$ cat config.mk
export PLATFORM = sky130hd
export DESIGN_NAME = wall_color_compensation
export DESIGN_NICKNAME = d
export VERILOG_FILES = /design/src/sv/wcc_pkg.sv /design/src/sv/wall_color_compensation.sv
export SDC_FILE = /design/constraint.sdc
export NUM_CORES = 2
export LEC_CHECK = 0
export BUFFER_PORTS_ARGS = -buffer_cell sky130_fd_sc_hd__buf_4
export CORE_ASPECT_RATIO = 0.8
export CORE_MARGIN = 5
export CORE_UTILIZATION = 30
export CTS_CLUSTER_DIAMETER = 60
export DETAILED_ROUTE_END_ITERATION = 8
export SLEW_MARGIN = 20
export SYNTH_ARGS = -nofsm -noshare
export SYNTH_HDL_FRONTEND = slang
export SYNTH_SLANG_ARGS = --single-unit
$ cat constraint.sdc
create_clock -name clock -period 12.9 [get_ports clock]
set_clock_uncertainty 0.1 [all_clocks]
set_input_delay 0.645 -clock clock [delete_from_list [all_inputs] [get_ports clock]]
set_output_delay 0.645 -clock clock [all_outputs]
set_load 0.03 [all_outputs]
$ cat src/sv/wcc_pkg.sv
`timescale 1ns / 1ps
// ----------------------------------------------------------------------------
// wcc_pkg
// Types and constants shared by the wall color compensation pipeline.
// ----------------------------------------------------------------------------
package wcc_pkg;

   localparam int CH_W   = 8;    // one color channel
   localparam int PROD_W = 16;   // channel times wall byte
   localparam int NUM_W  = 26;   // 2*255*px*w + w*px, below 2^26
   localparam int DEN_W  = 17;   // 2*w*px
   localparam int QBITS  = 8;    // quotient never exceeds 255
   localparam int CSR_IDX_W = 3;

   typedef logic [CH_W-1:0]   chan_type;
   typedef chan_type [2:0]    rgb_type;
   typedef logic [PROD_W-1:0] prod_type;
   typedef logic [NUM_W-1:0]  num_type;
   typedef logic [DEN_W-1:0]  den_type;

   localparam logic [CSR_IDX_W-1:0] CSR_COMP_ENABLE = 3'd0;
   localparam logic [CSR_IDX_W-1:0] CSR_WALL_VALID  = 3'd1;
   localparam logic [CSR_IDX_W-1:0] CSR_WALL_RED    = 3'd2;
   localparam logic [CSR_IDX_W-1:0] CSR_WALL_GREEN  = 3'd3;
   localparam logic [CSR_IDX_W-1:0] CSR_WALL_BLUE   = 3'd4;

   localparam chan_type WALL_RESET = 8'hFF;

endpackage

$ cat src/sv/wall_color_compensation.sv
`timescale 1ns / 1ps
// ----------------------------------------------------------------------------
// wall_color_compensation
// Divides each channel by the wall reflectance and rescales the pixel so
// that its dominant channel lands on 255, rounding to nearest.
// ----------------------------------------------------------------------------
// Throughput: one pixel per cycle unless rsp_tready stalls the output; the
// 12-stage pipeline is four stages of products and setup followed by an
// eight-stage restoring divider that resolves one quotient bit per stage
// for all three channels.
// Reset: all stage valid bits clear, compensation off, wall bytes 255.
// ----------------------------------------------------------------------------
module wall_color_compensation
   import wcc_pkg::*;
(
   input  logic                 clock,
   input  logic                 reset,
   input  logic                 req_tvalid,
   output logic                 req_tready,
   input  logic [23:0]          req_tdata,   // in_red, in_green, in_blue
   output logic                 rsp_tvalid,
   input  logic                 rsp_tready,
   output logic [23:0]          rsp_tdata,   // out_red, out_green, out_blue
   input  logic                 csr_we,
   input  logic [CSR_IDX_W-1:0] csr_index,
   input  logic [7:0]           csr_wdata
);

   // configuration
   logic     comp_enable_ff;
   logic     wall_valid_ff;
   rgb_type  wall_ff;

   // stage 1: floored wall bytes and cross products
   logic     v1_ff;
   rgb_type  px1_ff, w1_ff;
   logic     pass1_ff, zero1_ff;
   prod_type p10_ff, p01_ff, p20_ff, p02_ff, p21_ff, p12_ff;
   rgb_type  w1_in;
   logic     rdy1;

   // stage 2: dominant channel picked
   logic     v2_ff;
   rgb_type  px2_ff, w2_ff;
   chan_type pxm2_ff, wm2_ff;
   logic     pass2_ff, zero2_ff;
   logic     m1_sel, m2_sel;
   chan_type pxm2_in, wm2_in;
   logic     rdy2;

   // stage 3: numerator and denominator products
   logic     v3_ff;
   rgb_type  px3_ff;
   logic     pass3_ff, zero3_ff;
   prod_type np3_ff [3];
   prod_type dp3_ff [3];
   logic     rdy3;

   // stage 4: rounded dividend and divisor
   logic     v4_ff;
   rgb_type  px4_ff;
   logic     pass4_ff, zero4_ff;
   num_type  n4_ff [3];
   den_type  d4_ff [3];
   logic     rdy4;

   // divider stages, stage j resolves quotient bit QBITS-1-j
   logic     dv_ff    [QBITS];
   num_type  rem_ff   [QBITS][3];
   den_type  den_ff   [QBITS][3];
   rgb_type  q_ff     [QBITS];
   rgb_type  dpx_ff   [QBITS];
   logic     dpass_ff [QBITS];
   logic     dzero_ff [QBITS];
   num_type  rem_in   [QBITS][3];
   rgb_type  q_in     [QBITS];
   logic     drdy     [QBITS];

   // ------------------------------------------------------------------
   // configuration writes
   // ------------------------------------------------------------------
   always_ff @(posedge clock) begin
      if (reset) begin
         comp_enable_ff <= 1'b0;
         wall_valid_ff  <= 1'b0;
         wall_ff        <= {WALL_RESET, WALL_RESET, WALL_RESET};
      end else if (csr_we) begin
         case (csr_index)
            CSR_COMP_ENABLE: comp_enable_ff <= csr_wdata[0];
            CSR_WALL_VALID:  wall_valid_ff  <= csr_wdata[0];
            CSR_WALL_RED:    wall_ff[0]     <= csr_wdata;
            CSR_WALL_GREEN:  wall_ff[1]     <= csr_wdata;
            CSR_WALL_BLUE:   wall_ff[2]     <= csr_wdata;
            default: ;
         endcase
      end
   end

   // ------------------------------------------------------------------
   // flow control: a stage loads when it is empty or its content moves on
   // ------------------------------------------------------------------
   always_comb begin
      drdy[QBITS-1] = !dv_ff[QBITS-1] || rsp_tready;
      for (int j = QBITS - 2; j >= 0; j--) begin
         drdy[j] = !dv_ff[j] || drdy[j+1];
      end
   end

   assign rdy4       = !v4_ff || drdy[0];
   assign rdy3       = !v3_ff || rdy4;
   assign rdy2       = !v2_ff || rdy3;
   assign rdy1       = !v1_ff || rdy2;
   assign req_tready = rdy1;

   // ------------------------------------------------------------------
   // stage 1
   // ------------------------------------------------------------------
   always_comb begin
      for (int c = 0; c < 3; c++) begin
         w1_in[c] = (wall_ff[c] == '0) ? 8'd1 : wall_ff[c];
      end
   end

   always_ff @(posedge clock) begin
      if (reset) begin
         v1_ff <= 1'b0;
      end else if (rdy1) begin
         v1_ff <= req_tvalid;
      end
   end

   always_ff @(posedge clock) begin
      if (rdy1) begin
         px1_ff   <= req_tdata;
         w1_ff    <= w1_in;
         pass1_ff <= !(comp_enable_ff && wall_valid_ff);
         zero1_ff <= (req_tdata == '0);
         p10_ff   <= PROD_W'(req_tdata[15:8])  * PROD_W'(w1_in[0]);
         p01_ff   <= PROD_W'(req_tdata[7:0])   * PROD_W'(w1_in[1]);
         p20_ff   <= PROD_W'(req_tdata[23:16]) * PROD_W'(w1_in[0]);
         p02_ff   <= PROD_W'(req_tdata[7:0])   * PROD_W'(w1_in[2]);
         p21_ff   <= PROD_W'(req_tdata[23:16]) * PROD_W'(w1_in[1]);
         p12_ff   <= PROD_W'(req_tdata[15:8])  * PROD_W'(w1_in[2]);
      end
   end

   // ------------------------------------------------------------------
   // stage 2: the first strictly larger ratio wins, so ties keep red first
   // ------------------------------------------------------------------
   always_comb begin
      m1_sel = (p10_ff > p01_ff);
      m2_sel = m1_sel ? (p21_ff > p12_ff) : (p20_ff > p02_ff);
      if (m2_sel) begin
         pxm2_in = px1_ff[2];
         wm2_in  = w1_ff[2];
      end else if (m1_sel) begin
         pxm2_in = px1_ff[1];
         wm2_in  = w1_ff[1];
      end else begin
         pxm2_in = px1_ff[0];
         wm2_in  = w1_ff[0];
      end
   end

   always_ff @(posedge clock) begin
      if (reset) begin
         v2_ff <= 1'b0;
      end else if (rdy2) begin
         v2_ff <= v1_ff;
      end
   end

   always_ff @(posedge clock) begin
      if (rdy2) begin
         px2_ff   <= px1_ff;
         w2_ff    <= w1_ff;
         pxm2_ff  <= pxm2_in;
         wm2_ff   <= wm2_in;
         pass2_ff <= pass1_ff;
         zero2_ff <= zero1_ff;
      end
   end

   // ------------------------------------------------------------------
   // stage 3: px_c * w_m and w_c * px_m
   // ------------------------------------------------------------------
   always_ff @(posedge clock) begin
      if (reset) begin
         v3_ff <= 1'b0;
      end else if (rdy3) begin
         v3_ff <= v2_ff;
      end
   end

   always_ff @(posedge clock) begin
      if (rdy3) begin
         px3_ff   <= px2_ff;
         pass3_ff <= pass2_ff;
         zero3_ff <= zero2_ff;
         for (int c = 0; c < 3; c++) begin
            np3_ff[c] <= PROD_W'(px2_ff[c]) * PROD_W'(wm2_ff);
            dp3_ff[c] <= PROD_W'(w2_ff[c]) * PROD_W'(pxm2_ff);
         end
      end
   end

   // ------------------------------------------------------------------
   // stage 4: dividend 510*np + dp, divisor 2*dp (round half up)
   // ------------------------------------------------------------------
   always_ff @(posedge clock) begin
      if (reset) begin
         v4_ff <= 1'b0;
      end else if (rdy4) begin
         v4_ff <= v3_ff;
      end
   end

   always_ff @(posedge clock) begin
      if (rdy4) begin
         px4_ff   <= px3_ff;
         pass4_ff <= pass3_ff;
         zero4_ff <= zero3_ff;
         for (int c = 0; c < 3; c++) begin
            n4_ff[c] <= (NUM_W'(np3_ff[c]) << 9) - (NUM_W'(np3_ff[c]) << 1)
                        + NUM_W'(dp3_ff[c]);
            d4_ff[c] <= {dp3_ff[c], 1'b0};
         end
      end
   end

   // ------------------------------------------------------------------
   // divider stages
   // ------------------------------------------------------------------
   always_comb begin
      num_type  rem_cur;
      num_type  trial;
      den_type  den_cur;
      chan_type q_cur;
      for (int j = 0; j < QBITS; j++) begin
         for (int c = 0; c < 3; c++) begin
            rem_cur = (j == 0) ? n4_ff[c] : rem_ff[(j == 0) ? 0 : j-1][c];
            den_cur = (j == 0) ? d4_ff[c] : den_ff[(j == 0) ? 0 : j-1][c];
            q_cur   = (j == 0) ? '0 : q_ff[(j == 0) ? 0 : j-1][c];
            trial   = NUM_W'(den_cur) << (QBITS - 1 - j);
            if (rem_cur >= trial) begin
               rem_in[j][c] = rem_cur - trial;
               q_cur[QBITS-1-j] = 1'b1;
            end else begin
               rem_in[j][c] = rem_cur;
            end
            q_in[j][c] = q_cur;
         end
      end
      // the last stage also picks bypass or black
      if (dpass_ff[QBITS-2]) begin
         q_in[QBITS-1] = dpx_ff[QBITS-2];
      end else if (dzero_ff[QBITS-2]) begin
         q_in[QBITS-1] = '0;
      end
   end

   always_ff @(posedge clock) begin
      if (reset) begin
         for (int j = 0; j < QBITS; j++) begin
            dv_ff[j] <= 1'b0;
         end
      end else begin
         if (drdy[0]) begin
            dv_ff[0] <= v4_ff;
         end
         for (int j = 1; j < QBITS; j++) begin
            if (drdy[j]) begin
               dv_ff[j] <= dv_ff[j-1];
            end
         end
      end
   end

   always_ff @(posedge clock) begin
      if (drdy[0]) begin
         dpx_ff[0]   <= px4_ff;
         dpass_ff[0] <= pass4_ff;
         dzero_ff[0] <= zero4_ff;
         q_ff[0]     <= q_in[0];
         for (int c = 0; c < 3; c++) begin
            rem_ff[0][c] <= rem_in[0][c];
            den_ff[0][c] <= d4_ff[c];
         end
      end
      for (int j = 1; j < QBITS; j++) begin
         if (drdy[j]) begin
            dpx_ff[j]   <= dpx_ff[j-1];
            dpass_ff[j] <= dpass_ff[j-1];
            dzero_ff[j] <= dzero_ff[j-1];
            q_ff[j]     <= q_in[j];
            for (int c = 0; c < 3; c++) begin
               rem_ff[j][c] <= rem_in[j][c];
               den_ff[j][c] <= den_ff[j-1][c];
            end
         end
      end
   end

   assign rsp_tvalid = dv_ff[QBITS-1];
   assign rsp_tdata  = q_ff[QBITS-1];

   // ------------------------------------------------------------------
   // assertions
   // ------------------------------------------------------------------

   // The dominant channel bounds every quotient below 256.
   a_quot_fits: assert property (@(posedge clock) disable iff (reset)
      (dv_ff[0] && !dpass_ff[0] && !dzero_ff[0]) |->
         (rem_ff[0][0] < (NUM_W'(den_ff[0][0]) << (QBITS - 1))) &&
         (rem_ff[0][1] < (NUM_W'(den_ff[0][1]) << (QBITS - 1))) &&
         (rem_ff[0][2] < (NUM_W'(den_ff[0][2]) << (QBITS - 1))))
      else $error("quotient exceeds eight bits");

   // After the last bit the remainder is smaller than the divisor.
   a_rem_done: assert property (@(posedge clock) disable iff (reset)
      (rsp_tvalid && !dpass_ff[QBITS-1] && !dzero_ff[QBITS-1]) |->
         (rem_ff[QBITS-1][0] < NUM_W'(den_ff[QBITS-1][0])) &&
         (rem_ff[QBITS-1][1] < NUM_W'(den_ff[QBITS-1][1])) &&
         (rem_ff[QBITS-1][2] < NUM_W'(den_ff[QBITS-1][2])))
      else $error("divider remainder not reduced");

   // A compensated nonzero pixel always has one channel at full scale.
   a_full_scale: assert property (@(posedge clock) disable iff (reset)
      (rsp_tvalid && !dpass_ff[QBITS-1] && !dzero_ff[QBITS-1]) |->
         (rsp_tdata[7:0] == 8'hFF || rsp_tdata[15:8] == 8'hFF ||
          rsp_tdata[23:16] == 8'hFF))
      else $error("dominant channel not normalized");

   // An empty first stage always takes a request.
   a_bubble_ready: assert property (@(posedge clock) disable iff (reset)
      !v1_ff |-> req_tready)
      else $error("request refused with empty input stage");

endmodule

==> metrics.yaml <==
antenna_violating_nets_post_route: 0
setup_tns_ns: 0
final_nets: 10720
crit-reg2reg-capture: "p02_ff[14]$_DFFE_PP_"
io_pins: 66
worst_path_max_fanout: 19
vias_in_the_first_global_route: 62670
criticalPathCategory: "flip-flop to flip-flop"
routed_wire_length_per_instance_um: 15.09
place.port_buffers: 65
final-setup-viol-count: 0
cts-buffers-inserted: 184
clk_latency_ns: 0.88
gr-total-overflow: 0
critical_path.slowest_cell: "dfxtp_1"
critPathBufInv: 2
clk_root_buffer_cell: "clkbuf_16"
worst_r2r_path_depth: 18
timing_hold_violations_final: 0
number_of_gates_resized_after_cts: 0
timing.critical_path.slowest_cell_delay_ns: 0.59
run_status: "completed"
synth_sequential_area_ratio_pct: 47.60
data_arrival_time_of_the_critical_path_ns: 5.97
num_vias: 64050
htree_num_levels: 4
synthesis.nets: 10630
worstReg2RegStart: "wall_ff[21]$_SDFFE_PP1P_"
die_width_um: 671.0
ys_ff_latch: 1672
chipHeight_um: 538.8
path_delay_family: "compound AO/OA/AOI/OAI gates"
globalplace.congestion: 0.8453
timing_max_transition_violations_final: 0
netlist_instances: 9156
whs_endpoint: "v1_ff$_SDFFE_PP0P_"
timing.hold.ws_ns: 0.07585
worst-path-stages: 18
timing.hold.worst.start: "req_tvalid"
synth.distinct_cells: 102
layout.area.seq_sq_um: 49910
finalCritPeriodShare_pct: 43.11
layout.filler_cells: 34700
synthesis.area_per_instance_sq_um: 11.45
critical_path_startpoint_category: "flip-flop"
worst-slew-pin-transition_ns: 1.114
synth-edff-count: 1642
number_of_antenna_violations_at_the_first_check_in_global_routing: 12
cell_breakdown_of_the_critical_path: "nor4_1 > a21o_1 > and2_1 > fa_1 > ha_1 > inv_1 > fa_1 > inv_1 > ha_1 > a21o_1 > a21oi_1 > nand2b_1 > a21boi_0 > o311a_1 > o21a_1 > o21a_1 > o41a_1 > xor2_1"
grt_start_max_net_pins: 90
syn_to_final_growth_pct: 11.19
place.detailed.hpwl_um: 159900
design.core.area_sq_um: 348600
hold-path-cell-count: 3
maxCapViolations: 0
start_util_pct: 30.08
worstHoldPathType: "input pin to flip-flop"
first_iteration_detailed_routing_drc_count: 4060
rsz_0062_raised_after_global_routing: "false"
relSlewSlack_pct: 25.68
firstDrtPassIters: 6
fmax_mhz: 179.8
period_needed_ns: 5.561
design.die.area_sq_um: 361500
multiInputGateArea_sq_um: 49410
cts.clk_slew.worst_paths_ns: 0.06
grt_first_pass_wirelength_um: 343900
row_count: 194
clock_sinks: 1672
maximum_count_of_clock_buffers_along_a_single_path: 4
gr-usage-all-layers_pct: 11.56
end_kind: "flip-flop"
async_reset_ff_share_pct: 0
drc: 0
final_core_util_pct: 33.44
routed_wirelength_um: 211200
cts_tree: "built"
synthFlopType: "edfxtp_1"
route.detailed.vias_per_inst: 4.577
regToRegSetupSlack_ns: 7.34
yosysWarningCount: 0
synth_area_sq_um: 104800
share_of_cells_above_drive_strength_1_pct: 5.860
timing.critical_path.required_ns: 13.31
==> cell usage after synthesis, types with 61 or more instances <==
library cell / n / area (sq um)
nor3_1: 127 / 635.6
clkbuf_1: 159 / 596.8
nor2b_1: 113 / 706.9
inv_1: 1256 / 4715
mux2_2: 64 / 720.7
fa_1: 477 / 9549
xor2_1: 205 / 1795
nand2_1: 678 / 2545
nand3_1: 100 / 500.5
o21ai_0: 344 / 1722
and2_1: 529 / 3309
nand2b_1: 93 / 581.8
o21a_1: 97 / 728.2
xnor2_1: 305 / 2671
a21oi_1: 487 / 2437
nand4_1: 61 / 381.6
ha_1: 957 / 11970
a21o_1: 151 / 1134
nor2_1: 454 / 1704
edfxtp_1: 1642 / 49310
nor4_1: 66 / 412.9
==> cell usage in the layout (no fill, tap or decap), types with 29 or more instances in the layout <==
master / netlist / routed
xnor2_1: 305 / 305
or2_2: 36 / 35
and2_1: 529 / 529
nor3_1: 127 / 126
a21o_1: 151 / 151
fa_1: 477 / 477
nand4_1: 61 / 61
o21bai_1: 40 / 40
o21ai_0: 344 / 343
inv_1: 1256 / 1251
ha_1: 957 / 957
xor2_1: 205 / 205
nand3_1: 100 / 99
clkbuf_1: 159 / 36
a211oi_1: 30 / 29
nand2b_1: 93 / 93
nor4_1: 66 / 66
nand2_1: 678 / 674
nor2b_1: 113 / 113
clkbuf_16: 0 / 185
o31ai_1: 39 / 39
and3_1: 43 / 43
mux2_2: 64 / 64
a21oi_1: 487 / 485
o21a_1: 97 / 97
or3_1: 38 / 38
a21boi_0: 37 / 37
edfxtp_1: 1642 / 1642
nor2_1: 454 / 452
dfxtp_1: 30 / 30
buf_4: 24 / 110
mux2i_1: 36 / 35
==> per-layer routing <==
layer  vias to the layer above  track usage, %  routed length [um]
met5                         -               0                  48
met4                         8           2.443                4205
met3                       287           1.915               10170
met1                     30540           17.39              107700
met2                      1194           17.41               89060
li1                      32020               -                   -
==> worst max-delay path by stage <==
stage / start / to / slack (ns)
3_3_place_gp: wall_ff[11]$_SDFFE_PP1P_ / p01_ff[14]$_DFFE_PP_ / 7.46
2_1_floorplan: rsp_tready / req_tready / 3.01
5_1_grt: dv_ff[1][3]$_SDFFCE_PP0P_ / req_tready / 6.99
3_5_place_dp: wall_ff[11]$_SDFFE_PP1P_ / p21_ff[14]$_DFFE_PP_ / 7.41
6_report: wall_ff[21]$_SDFFE_PP1P_ / p02_ff[14]$_DFFE_PP_ / 7.34
4_1_cts: dv_ff[1][3]$_SDFFCE_PP0P_ / req_tready / 7.20
==> layout make-up <==
class                   instances  share of cell area (%)
clock buffers                 223                   4.111
inverters                    1259                   4.071
clock inverters               101                  0.8897
flip-flops and latches       1672                   42.81
multi-input cells            6011                   42.38
repair buffers                119                  0.7867
well taps                    4606                   4.944
diodes                          2                0.004293
==> worst reg2reg max path: cells and delay by family, from the launching register on <==
kind                     cells  cell delay (ns)
AO/OA/AOI/OAI                8             2.11
adder cells (fa/ha/maj)      4             1.46
AND/OR/NAND/NOR              3             0.80
flip-flops                   1             0.59
XOR/XNOR                     1             0.15
buffers and inverters        2             0.10
==> through the flow <==
stage,worst slack [ns],cells,cell area (sq um)
global placement,7.460,13660,110700
floorplan,3.009,9156,104800
global route,6.994,13990,116600
detailed placement,7.407,13660,110700
CTS,7.196,13990,116600
finish,7.339,13990,116600
==> timing repair <==
action | 4_1_cts | 5_1_grt
hold buffers | 8 | 0
buffers inserted | 0 | 0
hold endpoints to repair | 24 | 0
==> kinds of logic after synthesis <==
family	count (synthesis)	share of synthesized area (%)
and+or+nand+nor	2466	12.03
DFF	1672	47.60
adders and majority gates	1434	20.53
xor gates and xnor gates	510	4.260
muxes	105	1.103
buffers and inverters	1473	5.392
AOI/OAI and AO/OA	1496	9.092
==> sequential cells by signal, summed over array words and instances, names as in the netlist, 24 cells and up <==
name	count
w1_ff	24
n4_ff	75
px1_ff	24
px2_ff	24
wall_ff	24
px3_ff	24
d4_ff	48
np3_ff	48
w2_ff	24
rem_ff	546
dp3_ff	48
px4_ff	24
dpx_ff	168
q_ff	108
den_ff	315
Power is not shown: default switching activity piles up to over one toggle a cycle in this logic, so the estimate is an artifact.
